## src/rtl/core/pogt_pkg.sv

```systemverilog
`default_nettype none
package pogt_pkg;

    localparam int TIME_BITS_DEF = 32;
    localparam int PADDR_W       = 4;
    localparam int DATA_W        = 32;

    // Register map, by word index
    localparam logic [1:0] CFG_IDX_MIN_OFF    = 2'd0;
    localparam logic [1:0] CFG_IDX_MAX_ON     = 2'd1;
    localparam logic [1:0] CFG_IDX_SOFT_START = 2'd2;

    localparam logic [31:0] MIN_OFF_RST    = 32'd10000;
    localparam logic [31:0] MAX_ON_RST     = 32'd300000;
    localparam logic [31:0] SOFT_START_RST = 32'd0;

    // Command codes; 5 to 7 are unused
    localparam logic [2:0] MODE_TICK   = 3'd0;
    localparam logic [2:0] MODE_ON     = 3'd1;
    localparam logic [2:0] MODE_OFF    = 3'd2;
    localparam logic [2:0] MODE_TOGGLE = 3'd3;
    localparam logic [2:0] MODE_TIMED  = 3'd4;

    typedef enum logic [2:0] {
        EV_NONE        = 3'd0,
        EV_STARTED     = 3'd1,
        EV_IGNORED_ON  = 3'd2,
        EV_BLOCKED     = 3'd3,
        EV_STOPPED     = 3'd4,
        EV_IGNORED_OFF = 3'd5,
        EV_TIMED_DONE  = 3'd6,
        EV_TIMEOUT     = 3'd7
    } t_event;

    typedef struct packed {
        logic [31:0] min_off_ms;
        logic [31:0] max_on_ms;
        logic [31:0] soft_start_ms;
    } t_cfg;

    typedef struct packed {
        logic [2:0]  mode;
        logic [31:0] run_length_ms;
    } t_cmd;

    typedef struct packed {
        logic        gate;
        logic        running;
        t_event      event_res;
        logic [31:0] session_ms;
        logic [31:0] total_on_ms;
    } t_result;

endpackage
`default_nettype wire

```

## src/rtl/core/pogt_cmd_if.sv

```systemverilog
`default_nettype none
interface pogt_cmd_if;
    logic        valid;
    logic        ready;
    logic [2:0]  mode;
    logic [31:0] run_length_ms;

    modport source (output valid, output mode, output run_length_ms, input ready);
    modport sink   (input valid, input mode, input run_length_ms, output ready);
endinterface
`default_nettype wire

```

## src/rtl/core/pogt_res_if.sv

```systemverilog
`default_nettype none
interface pogt_res_if;
    logic        valid;
    logic        ready;
    logic        gate;
    logic        running;
    logic [2:0]  event_res;
    logic [31:0] session_ms;
    logic [31:0] total_on_ms;

    modport source (output valid, output gate, output running, output event_res,
                    output session_ms, output total_on_ms, input ready);
    modport sink   (input valid, input gate, input running, input event_res,
                    input session_ms, input total_on_ms, output ready);
endinterface
`default_nettype wire

```

## src/rtl/core/pogt_ctrl.sv

```systemverilog
`default_nettype none
// Pump state and guard timers; advances one command per i_step.
module pogt_ctrl #(
    parameter int TIME_BITS = pogt_pkg::TIME_BITS_DEF
) (
    input  wire logic              i_clk,
    input  wire logic              i_rst_n,
    input  wire logic              i_step,
    input  wire pogt_pkg::t_cmd    i_cmd,
    input  wire pogt_pkg::t_cfg    i_cfg,
    output pogt_pkg::t_result      o_res
);

    localparam int CMP_W = (TIME_BITS > 32) ? TIME_BITS : 32;
    localparam logic [TIME_BITS-1:0] TMAX = '1;

    logic                 r_on, n_on;
    logic                 r_in_ss, n_in_ss;
    logic                 r_armed, n_armed;
    logic [TIME_BITS-1:0] r_ss_left, n_ss_left;
    logic [TIME_BITS-1:0] r_on_el, n_on_el;
    logic [TIME_BITS-1:0] r_off_el, n_off_el;
    logic [TIME_BITS-1:0] r_timed_len, n_timed_len;
    logic [TIME_BITS-1:0] r_last, n_last;
    logic [TIME_BITS-1:0] r_total, n_total;

    logic                 do_off;
    logic                 try_on;
    logic                 arm_req;
    logic                 min_off_ok;
    pogt_pkg::t_event     ev;

    assign min_off_ok = !(CMP_W'(r_off_el) < CMP_W'(i_cfg.min_off_ms));

    always_comb begin
        n_on        = r_on;
        n_in_ss     = r_in_ss;
        n_armed     = r_armed;
        n_ss_left   = r_ss_left;
        n_on_el     = r_on_el;
        n_off_el    = r_off_el;
        n_timed_len = r_timed_len;
        n_last      = r_last;
        n_total     = r_total;
        do_off      = 1'b0;
        try_on      = 1'b0;
        arm_req     = 1'b0;
        ev          = pogt_pkg::EV_NONE;

        if (i_cmd.mode == pogt_pkg::MODE_TICK) begin
            if (!r_on) begin
                if (r_off_el != TMAX) n_off_el = r_off_el + TIME_BITS'(1);
            end else begin
                if (r_on_el != TMAX) n_on_el = r_on_el + TIME_BITS'(1);
                if (r_in_ss) begin
                    if (r_ss_left != '0) n_ss_left = r_ss_left - TIME_BITS'(1);
                    n_in_ss = (n_ss_left != '0);
                end
                // guards apply once soft start is over, including its last tick
                if (!n_in_ss) begin
                    if (r_armed && (n_on_el >= r_timed_len)) begin
                        do_off = 1'b1;
                        ev     = pogt_pkg::EV_TIMED_DONE;
                    end else if (CMP_W'(n_on_el) >= CMP_W'(i_cfg.max_on_ms)) begin
                        do_off = 1'b1;
                        ev     = pogt_pkg::EV_TIMEOUT;
                    end
                end
            end
        end else if (r_in_ss) begin
            case (i_cmd.mode)
                pogt_pkg::MODE_OFF, pogt_pkg::MODE_TOGGLE: ev = pogt_pkg::EV_IGNORED_OFF;
                pogt_pkg::MODE_ON, pogt_pkg::MODE_TIMED:   ev = pogt_pkg::EV_IGNORED_ON;
                default:                                   ev = pogt_pkg::EV_NONE;
            endcase
        end else begin
            case (i_cmd.mode)
                pogt_pkg::MODE_ON: begin
                    if (r_on) ev = pogt_pkg::EV_IGNORED_ON;
                    else      try_on = 1'b1;
                end
                pogt_pkg::MODE_OFF: begin
                    if (r_on) begin
                        do_off = 1'b1;
                        ev     = pogt_pkg::EV_STOPPED;
                    end else begin
                        ev = pogt_pkg::EV_IGNORED_OFF;
                    end
                end
                pogt_pkg::MODE_TOGGLE: begin
                    if (r_on) begin
                        do_off = 1'b1;
                        ev     = pogt_pkg::EV_STOPPED;
                    end else begin
                        try_on = 1'b1;
                    end
                end
                pogt_pkg::MODE_TIMED: begin
                    if (r_on) ev = pogt_pkg::EV_IGNORED_ON;
                    else begin
                        try_on  = 1'b1;
                        arm_req = 1'b1;
                    end
                end
                default: ev = pogt_pkg::EV_NONE;
            endcase
        end

        if (try_on) begin
            if (!min_off_ok) begin
                ev = pogt_pkg::EV_BLOCKED;
            end else begin
                ev        = pogt_pkg::EV_STARTED;
                n_on      = 1'b1;
                n_on_el   = '0;
                n_ss_left = TIME_BITS'(i_cfg.soft_start_ms);
                n_in_ss   = (n_ss_left != '0);
                if (arm_req) begin
                    n_armed     = 1'b1;
                    n_timed_len = TIME_BITS'(i_cmd.run_length_ms);
                end
            end
        end

        if (do_off) begin
            n_last    = n_on_el;
            n_total   = r_total + n_on_el;
            n_on      = 1'b0;
            n_in_ss   = 1'b0;
            n_ss_left = '0;
            n_armed   = 1'b0;
            n_off_el  = '0;
        end
    end

    always_ff @(posedge i_clk) begin
        if (!i_rst_n) begin
            r_on        <= 1'b0;
            r_in_ss     <= 1'b0;
            r_armed     <= 1'b0;
            r_ss_left   <= '0;
            r_on_el     <= '0;
            r_off_el    <= '0;
            r_timed_len <= '0;
            r_last      <= '0;
            r_total     <= '0;
        end else if (i_step) begin
            r_on        <= n_on;
            r_in_ss     <= n_in_ss;
            r_armed     <= n_armed;
            r_ss_left   <= n_ss_left;
            r_on_el     <= n_on_el;
            r_off_el    <= n_off_el;
            r_timed_len <= n_timed_len;
            r_last      <= n_last;
            r_total     <= n_total;
        end
    end

    always_comb begin
        o_res.gate        = n_on && !n_in_ss;
        o_res.running     = n_on;
        o_res.event_res   = ev;
        o_res.session_ms  = 32'(n_last);
        o_res.total_on_ms = 32'(n_total);
    end

endmodule
`default_nettype wire

```

## src/rtl/core/pump_on_off_guard_timer_core.sv

```systemverilog
// Pump gate controller with minimum off time, soft start and on-time limit.
// Every command transaction (1 ms tick, on, off, toggle, timed run) yields
// exactly one result transaction carrying the gate level, the running flag,
// an event code, the last session length and the accumulated on time. A
// command is held in an input register and then passes the update logic that
// writes the state and the result register together, so the block sustains
// one transaction per clock while the result sink is ready; the result is held
// in the result register until the sink takes it. The pace is set only by the
// single state update per cycle and by the result sink's ready. Configuration
// (min off, max on, soft start) is written through the APB port at byte
// addresses 0, 4 and 8, and should be changed only while no transaction is in
// flight. Counters are TIME_BITS wide; the reported times are their low 32 bits.
`default_nettype none
module pump_on_off_guard_timer_core #(
    parameter int TIME_BITS = pogt_pkg::TIME_BITS_DEF
) (
    input  wire logic                          i_clk,
    input  wire logic                          i_rst_n,
    pogt_cmd_if.sink                           i_cmd,
    pogt_res_if.source                         o_res,
    input  wire logic                          psel,
    input  wire logic                          penable,
    input  wire logic                          pwrite,
    input  wire logic [pogt_pkg::PADDR_W-1:0]  paddr,
    input  wire logic [pogt_pkg::DATA_W-1:0]   pwdata,
    output logic      [pogt_pkg::DATA_W-1:0]   prdata,
    output logic                               pready
);

    // configuration registers
    pogt_pkg::t_cfg    r_cfg;
    logic              cfg_wr;
    logic [1:0]        cfg_idx;

    // input stage
    logic              r_in_valid;
    pogt_pkg::t_cmd    r_in_cmd;

    // result stage
    logic              r_out_valid;
    pogt_pkg::t_result r_out;
    pogt_pkg::t_result n_out;

    logic              advance;

    // APB: no wait states; word index from paddr
    assign pready  = 1'b1;
    assign cfg_idx = paddr[3:2];
    assign cfg_wr  = psel && penable && pwrite;

    always_ff @(posedge i_clk) begin
        if (!i_rst_n) begin
            r_cfg.min_off_ms    <= pogt_pkg::MIN_OFF_RST;
            r_cfg.max_on_ms     <= pogt_pkg::MAX_ON_RST;
            r_cfg.soft_start_ms <= pogt_pkg::SOFT_START_RST;
        end else if (cfg_wr) begin
            case (cfg_idx)
                pogt_pkg::CFG_IDX_MIN_OFF:    r_cfg.min_off_ms    <= pwdata;
                pogt_pkg::CFG_IDX_MAX_ON:     r_cfg.max_on_ms     <= pwdata;
                pogt_pkg::CFG_IDX_SOFT_START: r_cfg.soft_start_ms <= pwdata;
                default: ;  // write beyond the map: drop
            endcase
        end
    end

    always_comb begin
        case (cfg_idx)
            pogt_pkg::CFG_IDX_MIN_OFF:    prdata = r_cfg.min_off_ms;
            pogt_pkg::CFG_IDX_MAX_ON:     prdata = r_cfg.max_on_ms;
            pogt_pkg::CFG_IDX_SOFT_START: prdata = r_cfg.soft_start_ms;
            default:                      prdata = '0;
        endcase
    end

    // Advance the held command whenever the result register is free or
    // being drained this cycle; the input register refills in the same cycle.
    assign advance     = r_in_valid && (!r_out_valid || o_res.ready);
    assign i_cmd.ready = !r_in_valid || advance;

    always_ff @(posedge i_clk) begin
        if (!i_rst_n) begin
            r_in_valid <= 1'b0;
        end else if (i_cmd.ready) begin
            r_in_valid <= i_cmd.valid;
        end
    end

    always_ff @(posedge i_clk) begin
        if (i_cmd.valid && i_cmd.ready) begin
            r_in_cmd.mode          <= i_cmd.mode;
            r_in_cmd.run_length_ms <= i_cmd.run_length_ms;
        end
    end

    pogt_ctrl #(
        .TIME_BITS (TIME_BITS)
    ) u_ctrl (
        .i_clk   (i_clk),
        .i_rst_n (i_rst_n),
        .i_step  (advance),
        .i_cmd   (r_in_cmd),
        .i_cfg   (r_cfg),
        .o_res   (n_out)
    );

    // Result register: load on advance, hold while the sink stalls.
    always_ff @(posedge i_clk) begin
        if (!i_rst_n) begin
            r_out_valid <= 1'b0;
        end else if (advance) begin
            r_out_valid <= 1'b1;
        end else if (o_res.ready) begin
            r_out_valid <= 1'b0;
        end
    end

    always_ff @(posedge i_clk) begin
        if (advance) begin
            r_out <= n_out;
        end
    end

    assign o_res.valid       = r_out_valid;
    assign o_res.gate        = r_out.gate;
    assign o_res.running     = r_out.running;
    assign o_res.event_res   = r_out.event_res;
    assign o_res.session_ms  = r_out.session_ms;
    assign o_res.total_on_ms = r_out.total_on_ms;

    // The gate never drives while the pump is logically off.
    a_gate_needs_running: assert property (@(posedge i_clk) disable iff (!i_rst_n)
        r_out_valid && r_out.gate |-> r_out.running)
        else $error("gate high while pump not running");

    // A start leaves the pump running; any switch-off leaves it stopped.
    a_start_running: assert property (@(posedge i_clk) disable iff (!i_rst_n)
        r_out_valid && (r_out.event_res == pogt_pkg::EV_STARTED) |-> r_out.running)
        else $error("start event without running pump");

    a_stop_not_running: assert property (@(posedge i_clk) disable iff (!i_rst_n)
        r_out_valid && (r_out.event_res == pogt_pkg::EV_STOPPED
                     || r_out.event_res == pogt_pkg::EV_TIMED_DONE
                     || r_out.event_res == pogt_pkg::EV_TIMEOUT)
        |-> !r_out.running && !r_out.gate)
        else $error("switch-off event with pump still on");

    // Every advanced command must show up as a valid result next cycle.
    a_advance_fills: assert property (@(posedge i_clk) disable iff (!i_rst_n)
        advance |=> r_out_valid)
        else $error("advanced command produced no result");

endmodule
`default_nettype wire

```

## src/flat_wrapper.sv

```systemverilog
// flat-port wrapper written by rule: the top's interface ports become plain ports
module pump_on_off_guard_timer_core_flat 
#(
    parameter int TIME_BITS = pogt_pkg::TIME_BITS_DEF
)
  (i_clk, i_rst_n, psel, penable, pwrite, paddr, pwdata, prdata, pready, i_cmd_valid, i_cmd_mode, i_cmd_run_length_ms, i_cmd_ready, o_res_valid, o_res_gate, o_res_running, o_res_event_res, o_res_session_ms, o_res_total_on_ms, o_res_ready);
  pogt_cmd_if i_cmd_i ();
  pogt_res_if o_res_i ();
  input  wire logic i_clk;
  input  wire logic i_rst_n;
  input  wire logic psel;
  input  wire logic penable;
  input  wire logic pwrite;
  input  wire logic [pogt_pkg::PADDR_W-1:0] paddr;
  input  wire logic [pogt_pkg::DATA_W-1:0] pwdata;
  output logic      [pogt_pkg::DATA_W-1:0] prdata;
  output logic pready;
  input wire logic [$bits(i_cmd_i.valid)-1:0] i_cmd_valid;
  input wire logic [$bits(i_cmd_i.mode)-1:0] i_cmd_mode;
  input wire logic [$bits(i_cmd_i.run_length_ms)-1:0] i_cmd_run_length_ms;
  output wire logic [$bits(i_cmd_i.ready)-1:0] i_cmd_ready;
  output wire logic [$bits(o_res_i.valid)-1:0] o_res_valid;
  output wire logic [$bits(o_res_i.gate)-1:0] o_res_gate;
  output wire logic [$bits(o_res_i.running)-1:0] o_res_running;
  output wire logic [$bits(o_res_i.event_res)-1:0] o_res_event_res;
  output wire logic [$bits(o_res_i.session_ms)-1:0] o_res_session_ms;
  output wire logic [$bits(o_res_i.total_on_ms)-1:0] o_res_total_on_ms;
  input wire logic [$bits(o_res_i.ready)-1:0] o_res_ready;
  assign i_cmd_i.valid = i_cmd_valid;
  assign i_cmd_i.mode = i_cmd_mode;
  assign i_cmd_i.run_length_ms = i_cmd_run_length_ms;
  assign i_cmd_ready = i_cmd_i.ready;
  assign o_res_valid = o_res_i.valid;
  assign o_res_gate = o_res_i.gate;
  assign o_res_running = o_res_i.running;
  assign o_res_event_res = o_res_i.event_res;
  assign o_res_session_ms = o_res_i.session_ms;
  assign o_res_total_on_ms = o_res_i.total_on_ms;
  assign o_res_i.ready = o_res_ready;
  pump_on_off_guard_timer_core #(.TIME_BITS(TIME_BITS)) u_core (.i_clk(i_clk), .i_rst_n(i_rst_n), .i_cmd(i_cmd_i), .o_res(o_res_i), .psel(psel), .penable(penable), .pwrite(pwrite), .paddr(paddr), .pwdata(pwdata), .prdata(prdata), .pready(pready));
endmodule
```

## config.mk

```make
export PLATFORM = sky130hd
export DESIGN_NAME = pump_on_off_guard_timer_core_flat
export DESIGN_NICKNAME = d
export VERILOG_FILES = /design/src/rtl/core/pogt_pkg.sv /design/src/rtl/core/pogt_cmd_if.sv /design/src/rtl/core/pogt_res_if.sv /design/src/rtl/core/pogt_ctrl.sv /design/src/rtl/core/pump_on_off_guard_timer_core.sv /design/src/flat_wrapper.sv
export SDC_FILE = /design/constraint.sdc
export NUM_CORES = 1
export LEC_CHECK = 0
export BUFFER_PORTS_ARGS = -buffer_cell sky130_fd_sc_hd__buf_4
export CAP_MARGIN = 20
export CORE_ASPECT_RATIO = 0.7
export CORE_MARGIN = 8
export CORE_UTILIZATION = 45
export CTS_BUF_LIST = sky130_fd_sc_hd__clkbuf_8
export CTS_CLUSTER_DIAMETER = 60
export DETAILED_ROUTE_END_ITERATION = 16
export GPL_TIMING_DRIVEN = 0
export PLACE_DENSITY = 0.74
export REMOVE_ABC_BUFFERS = 1
export SLEW_MARGIN = 20
export SYNTH_ARGS = -nofsm -noshare
export SYNTH_HDL_FRONTEND = slang
export SYNTH_SLANG_ARGS = --single-unit
```

## constraint.sdc

```tcl
create_clock -name i_clk -period 15.5 [get_ports i_clk]
set_input_delay 3.1 -clock i_clk [delete_from_list [all_inputs] [get_ports i_clk]]
set_output_delay 3.1 -clock i_clk [all_outputs]
set_load 0.02 [all_outputs]
```

After elaboration in Yosys (flattened, before gate mapping). Cells that the tools add are included.

Bits in registers: 397. Input port bits: 78. Output and inout bits: 104. Word-level logic and storage cells: 138.

$add $sub $neg: 4. Order comparisons: 3. Equal/unequal tests: 10. Muxes and demuxes: 69. Bitwise logic cells: 1. Reductions and logical operators: 30.

Operators with widths (count): 2-to-1 mux 32 bit (23); case mux 32 bit (3 select lines) (1); nonzero test 32 bit (3); adder 32 x 1 -> 32 bit, second input constant (2); >= comparator 32 bit (2); != test 32 bit, second input constant (2); 2-to-1 mux 1 bit (33); adder 32 bit (1); less-than comparator 32 bit (1); subtractor 32 x 1 -> 32 bit, second input constant (1); 2-to-1 mux 3 bit (8); AND reduction 4 bit (3); nonzero test 2 bit (5); case mux 3 bit (3 select lines) (1); equality test 3 x 2 -> 1 bit, second input constant (2); logical AND 1 bit (6); case mux 3 bit (2 select lines) (1); AND reduction 2 bit (3); 2-to-1 mux 2 bit (2); OR reduction 2 bit (2); equality test 3 x 1 -> 1 bit, second input constant (1); equality test 3 bit, second input constant (1); logical NOT 1 bit (3); logical NOT 3 bit (1); other kinds (8) (9).

Logic depth before layout (Yosys ltp).
Word-level depth: 16. Gate-level depth with buffers: 23. Depth with buffers taken out: 22.

Hierarchy. From an unflattened synthesis, not the netlist that was laid out.

Cells, all modules: 2551. Area, all modules: 23412.5 µm².

Modules (own cells, without submodules): pogt_ctrl (times used 1, cells each 1965, area each 15836.4 µm², seq. area each 3903.7 µm²); pump_on_off_guard_timer_core (times used 1, cells each 586, area each 7576.0 µm², seq. area each 5084.9 µm²).

Least setup slack after synthesis. No wires, ideal clock.

Kind: input to output. Start point: input port paddr[2] (netlist name). End point: output port prdata[10] (netlist name). Arrival time: 4484 ps. Required time: 12400 ps. Setup slack: 7916 ps. Stages: 4. Buffers on the path: 2. Cells stage by stage: clkbuf_1 -> buf_1 -> mux2i_1 -> o21ai_0.

Word-level cells in the longest chain between the ends: 2.

Ends and longest elaborated chain: start: declaration (RTL line flat_wrapper.sv:14) `input wire logic [pogt_pkg::PADDR_W-1:0] paddr;`; equality test 2 bit (tied with other cells) (RTL line pump_on_off_guard_timer_core.sv:67) `case (cfg_idx)`; case mux 32 bit (3 select lines) (*) (RTL line pump_on_off_guard_timer_core.sv:67); end: declaration (RTL line flat_wrapper.sv:16) `output logic [pogt_pkg::DATA_W-1:0] prdata;`.

Every way passes the cells marked *; elsewhere a longest branch is shown, timed or not.

Final worst setup path.
Start point: input port paddr[3] (netlist name). End point: output port prdata[10] (netlist name).

The elaborated chain is that of the path after synthesis.

==> impl_metrics.csv <==
group,metric,value,unit
worst_hold_path,whs_endpoint,"u_core.r_cfg[56]",
detailed_routing,vias,19500,
sta,max_slew_margin,0.295,
critical_path,critPathBufInv,3,
critical_path,critPathKind,"in2out",
critical_path,critPathRequiredTime,12400,ps
die,dieArea,55900,µm²
logic_synthesis,yosysSeqAreaShare,0.412,
logic_synthesis,mappedNetlistArea,21800,µm²
place,detailed_place_hpwl,49.2,mm
place,globalplace.congestion,0.916,
clocking,cts-resized-gates,0,
die,ioPinCount,182,
clocking,cts_setup_buffers,0,
logic_synthesis,synth-edff-count,104,
pwr,p_per_area,84.4,nW/µm²
critical_path,end_kind,"primary output",
cells_and_area,antenna_cells,0,
sta,rsz0062_at_grt,"false",
sta,max_clock_freq,127,MHz
sta,setup_viol,0,
detailed_routing,drt_iter0_drc,1977,
critical_path,crit_family,"buffers and inverters",
sta,finClkSkew,20.8,ps
sta,period_needed,7870,ps
clocking,h-tree-depth,2,
logic_synthesis,synthFlopType,"dfxtp_1",
worst_hold_path,min_from,"u_core.r_cfg[56]",
logic_synthesis,synth_async_sr_flop_share,0,
worst_hold_path,hp-class,"reg2reg",
sta,hold_viol,0,
clocking,clock_latency,680,ps
cells_and_area,fill_cells,4372,
cells_and_area,stdcell_count,3374,
global_routing,antenna_found_initial,0,
clocking,clock_path_buffers,3,
detailed_routing,drt-total-wl,66.9,mm
critical_path,reg2reg_setup_slack,8600,ps
clocking,cts_hold_buf,0,
logic_synthesis,synth-seq-cells,397,
clocking,cts_tree,"done",
global_routing,grt_pass1_vias,18700,
detailed_routing,drc_errors,0,
critical_path,start_kind,"input pin",
critical_path,timing.rr.start,"u_core.u_ctrl.r_on_el[16]",
global_routing,gr-total-overflow,0,
place,io_buffers,178,
critical_path,slowest_delay,550,ps
detailed_routing,dr.pass1.iters,6,
critical_path,crit_slowest_cell,"nor2b_4",
clocking,cts_buffers,61,
critical_path,cpMostUsedCell,"buf_4",
die,initial_core_util,0.456,
cells_and_area,nets,2879,
place,placed_cell_area,24000,µm²
detailed_routing,wl_per_cell,19.8,µm
cells_and_area,area_delta_synth_final,15.8,%
place,dp.cells,3262,
logic_synthesis,yosysWarnings,0,
die,fp.coreArea,47900,µm²
sta,drv_slew,0,
critical_path,r2r_end,"u_core.u_ctrl.r_off_el[2]",
cells_and_area,final_util,0.528,
sta,timing.final.crit_share,0.508,
die,fp.dieH,200,µm
global_routing,grt_pass1_wl,104,mm
detailed_routing,antenna_left,0,
critical_path,crit_fanout,37,
clocking,cts_sinks,397,
logic_synthesis,synth.distinct_cells,70,
global_routing,grt_start_max_net_pins,122,
worst_hold_path,hold-path-cell-count,2,
detailed_routing,via_per_inst,5.77,
logic_synthesis,syn_inst,2546,
cells_and_area,layout-drive-gt1-share,0.138,
clocking,clk_pin_slew_worst_paths,60,ps
cells_and_area,design_area,25300,µm²
die,num_rows,67,
critical_path,crit_chain,"buf_4 -> nor2b_4 -> buf_16 -> nand2_1 -> o21ai_0 -> buf_4",
logic_synthesis,avgSynthCellArea,8.58,µm²
pwr,ir_drop,62.4,µV
die,fp.dieW,279,µm
sta,tightestPinTransition,1060,ps
critical_path,reg2regPathDepth,16,
pwr,leakagePower,0.0103,µW
critical_path,arrival,4770,ps
clocking,cts_root_buf,"clkbuf_8",
outcome,outcome,"finished clean",
global_routing,grtUsageTotal,0.228,
job,maxCapViolCount,0,
==> per-layer routing <==
layer | vias up | global-route usage | routed length, µm
met2 | 882 | 0.340 | 28500
met5 | - | 0 | 0
met1 | 9200 | 0.322 | 29600
li1 | 9228 | - | -
met3 | 144 | 0.0521 | 6620
met4 | 0 | 0.0805 | 2180
==> worst reg2reg max path: stages, from the launching register on <==
cell	delay [ps]
dfxtp_1	540
and4_1	350
nand4_1	240
or3_1	500
nor3_1	520
nand2_1	190
xnor2_1	540
ha_1	260
and4_1	220
nand4_1	120
or4_1	520
a31oi_1	330
a2111oi_0	180
o22ai_4	590
nand3_4	690
nand2_2	830
nor2_1	130
==> layout by cell type, fill, tap and decap left out, types with 5 or more instances in the layout <==
cell       count
a2111oi_0      6
a211oi_1      19
a21o_1        23
a21oi_1      254
a22oi_1       10
a2bb2oi_1      6
a31oi_1        7
and2_1        10
and3_1        31
and4_1        10
buf_16        10
buf_4        183
clkbuf_8      73
clkinv_2       5
dfxtp_1      293
edfxtp_1     104
ha_1         129
inv_1        158
mux2_2        55
mux2i_1      125
nand2_1      380
nand2b_1       8
nand3_1       65
nand4_1       30
nor2_1       222
nor2b_1        9
nor3_1        31
nor4_1        21
o2111ai_1      9
o211ai_1      21
o21a_1        13
o21ai_0      122
o22ai_1       19
o31ai_1        6
or2_2          6
or3_1         52
or4_1         10
xnor2_1       63
xor2_1        40
==> worst max path at each step <==
stage	from	end	slack, ps	cells past startpoint
2_1_floorplan	o_res_ready	u_core.u_ctrl.r_off_el[11]	4240	6
3_3_place_gp	o_res_ready	u_core.u_ctrl.r_off_el[19]	-660	7
3_5_place_dp	paddr[3]	prdata[10]	7710	6
4_1_cts	paddr[3]	prdata[10]	7710	6
5_1_grt	paddr[3]	prdata[7]	7630	6
6_report	paddr[3]	prdata[10]	7630	6
==> report_power, final <==
| group | switching, µW | total [µW] | internal (µW) |
|---|---|---|---|
| clock network | 429 | 921 | 492 |
| registers | 10.8 | 1090 | 1080 |
| logic | 79.4 | 122 | 42.4 |
| total | 519 | 2130 | 1620 |
==> final cells by class <==
type	count	area [µm²]	area share
inverters	137	527	0.0208
clock buffers	73	1000	0.0397
flip-flops and latches	397	8990	0.355
well taps	655	820	0.0324
multi-input cells	1872	11900	0.471
repair buffers	202	1780	0.0705
clock inverters	38	270	0.0107
==> flip-flops by register name (all words and copies together) (netlist names) <==
name                       flops
u_core.o_res.event_res         3
u_core.o_res.gate              1
u_core.o_res.running           1
u_core.o_res.session_ms       32
u_core.o_res.total_on_ms      32
u_core.o_res.valid             1
u_core.r_cfg                  96
u_core.r_in_cmd               35
u_core.r_in_valid              1
u_core.u_ctrl.r_armed          1
u_core.u_ctrl.r_in_ss          1
u_core.u_ctrl.r_last          32
u_core.u_ctrl.r_off_el        32
u_core.u_ctrl.r_on             1
u_core.u_ctrl.r_on_el         32
u_core.u_ctrl.r_ss_left       32
u_core.u_ctrl.r_timed_len     32
u_core.u_ctrl.r_total         32
==> cell usage after synthesis, types with 11 or more instances <==
| library cell | count | area (µm²) |
|---|---|---|
| and3_1 | 31 | 194 |
| nor4_1 | 22 | 138 |
| mux2_2 | 55 | 619 |
| nor2_1 | 224 | 841 |
| edfxtp_1 | 104 | 3120 |
| nor3_1 | 32 | 160 |
| clkbuf_1 | 114 | 428 |
| a21oi_1 | 254 | 1270 |
| o211ai_1 | 21 | 158 |
| inv_1 | 135 | 507 |
| nand3_1 | 66 | 330 |
| buf_1 | 14 | 52.6 |
| nand2_1 | 382 | 1430 |
| buf_2 | 11 | 55.1 |
| a21o_1 | 23 | 173 |
| and2_1 | 12 | 75.1 |
| xnor2_1 | 63 | 552 |
| nand4_1 | 30 | 188 |
| ha_1 | 129 | 1610 |
| a211oi_1 | 20 | 150 |
| o21a_1 | 13 | 97.6 |
| mux2i_1 | 125 | 1250 |
| o21ai_0 | 122 | 611 |
| or3_1 | 53 | 332 |
| o22ai_1 | 19 | 119 |
| xor2_1 | 40 | 350 |
| dfxtp_1 | 293 | 5870 |
==> kinds of logic (layout without fill, tap and decap cells) <==
family | after synthesis | in the layout | synth area share
AO/OA/AOI/OAI | 547 | 547 | 0.147
XOR/XNOR | 103 | 103 | 0.0413
adder cells (fa/ha/maj) | 130 | 130 | 0.0748
buffers and inverters | 277 | 450 | 0.0484
flip-flops | 397 | 397 | 0.412
multiplexers | 180 | 180 | 0.0857
other | 1 | 1 | 0.000172
AND/OR/NAND/NOR | 911 | 911 | 0.191
==> stage by stage <==
step | total power (µW) | hold WS [ps] | setup slack (ps) | TNS (ps)
finish | 2130 | 476 | 7630 | 0
global route | 2200 | 498 | 7630 | 0
floorplan | 1160 | 449 | 4240 | 0
global placement | 1230 | 458 | -658 | -20320
detailed placement | 1240 | 469 | 7710 | 0
CTS | 2150 | 477 | 7710 | 0
Power figures use the tool's default switching activity.
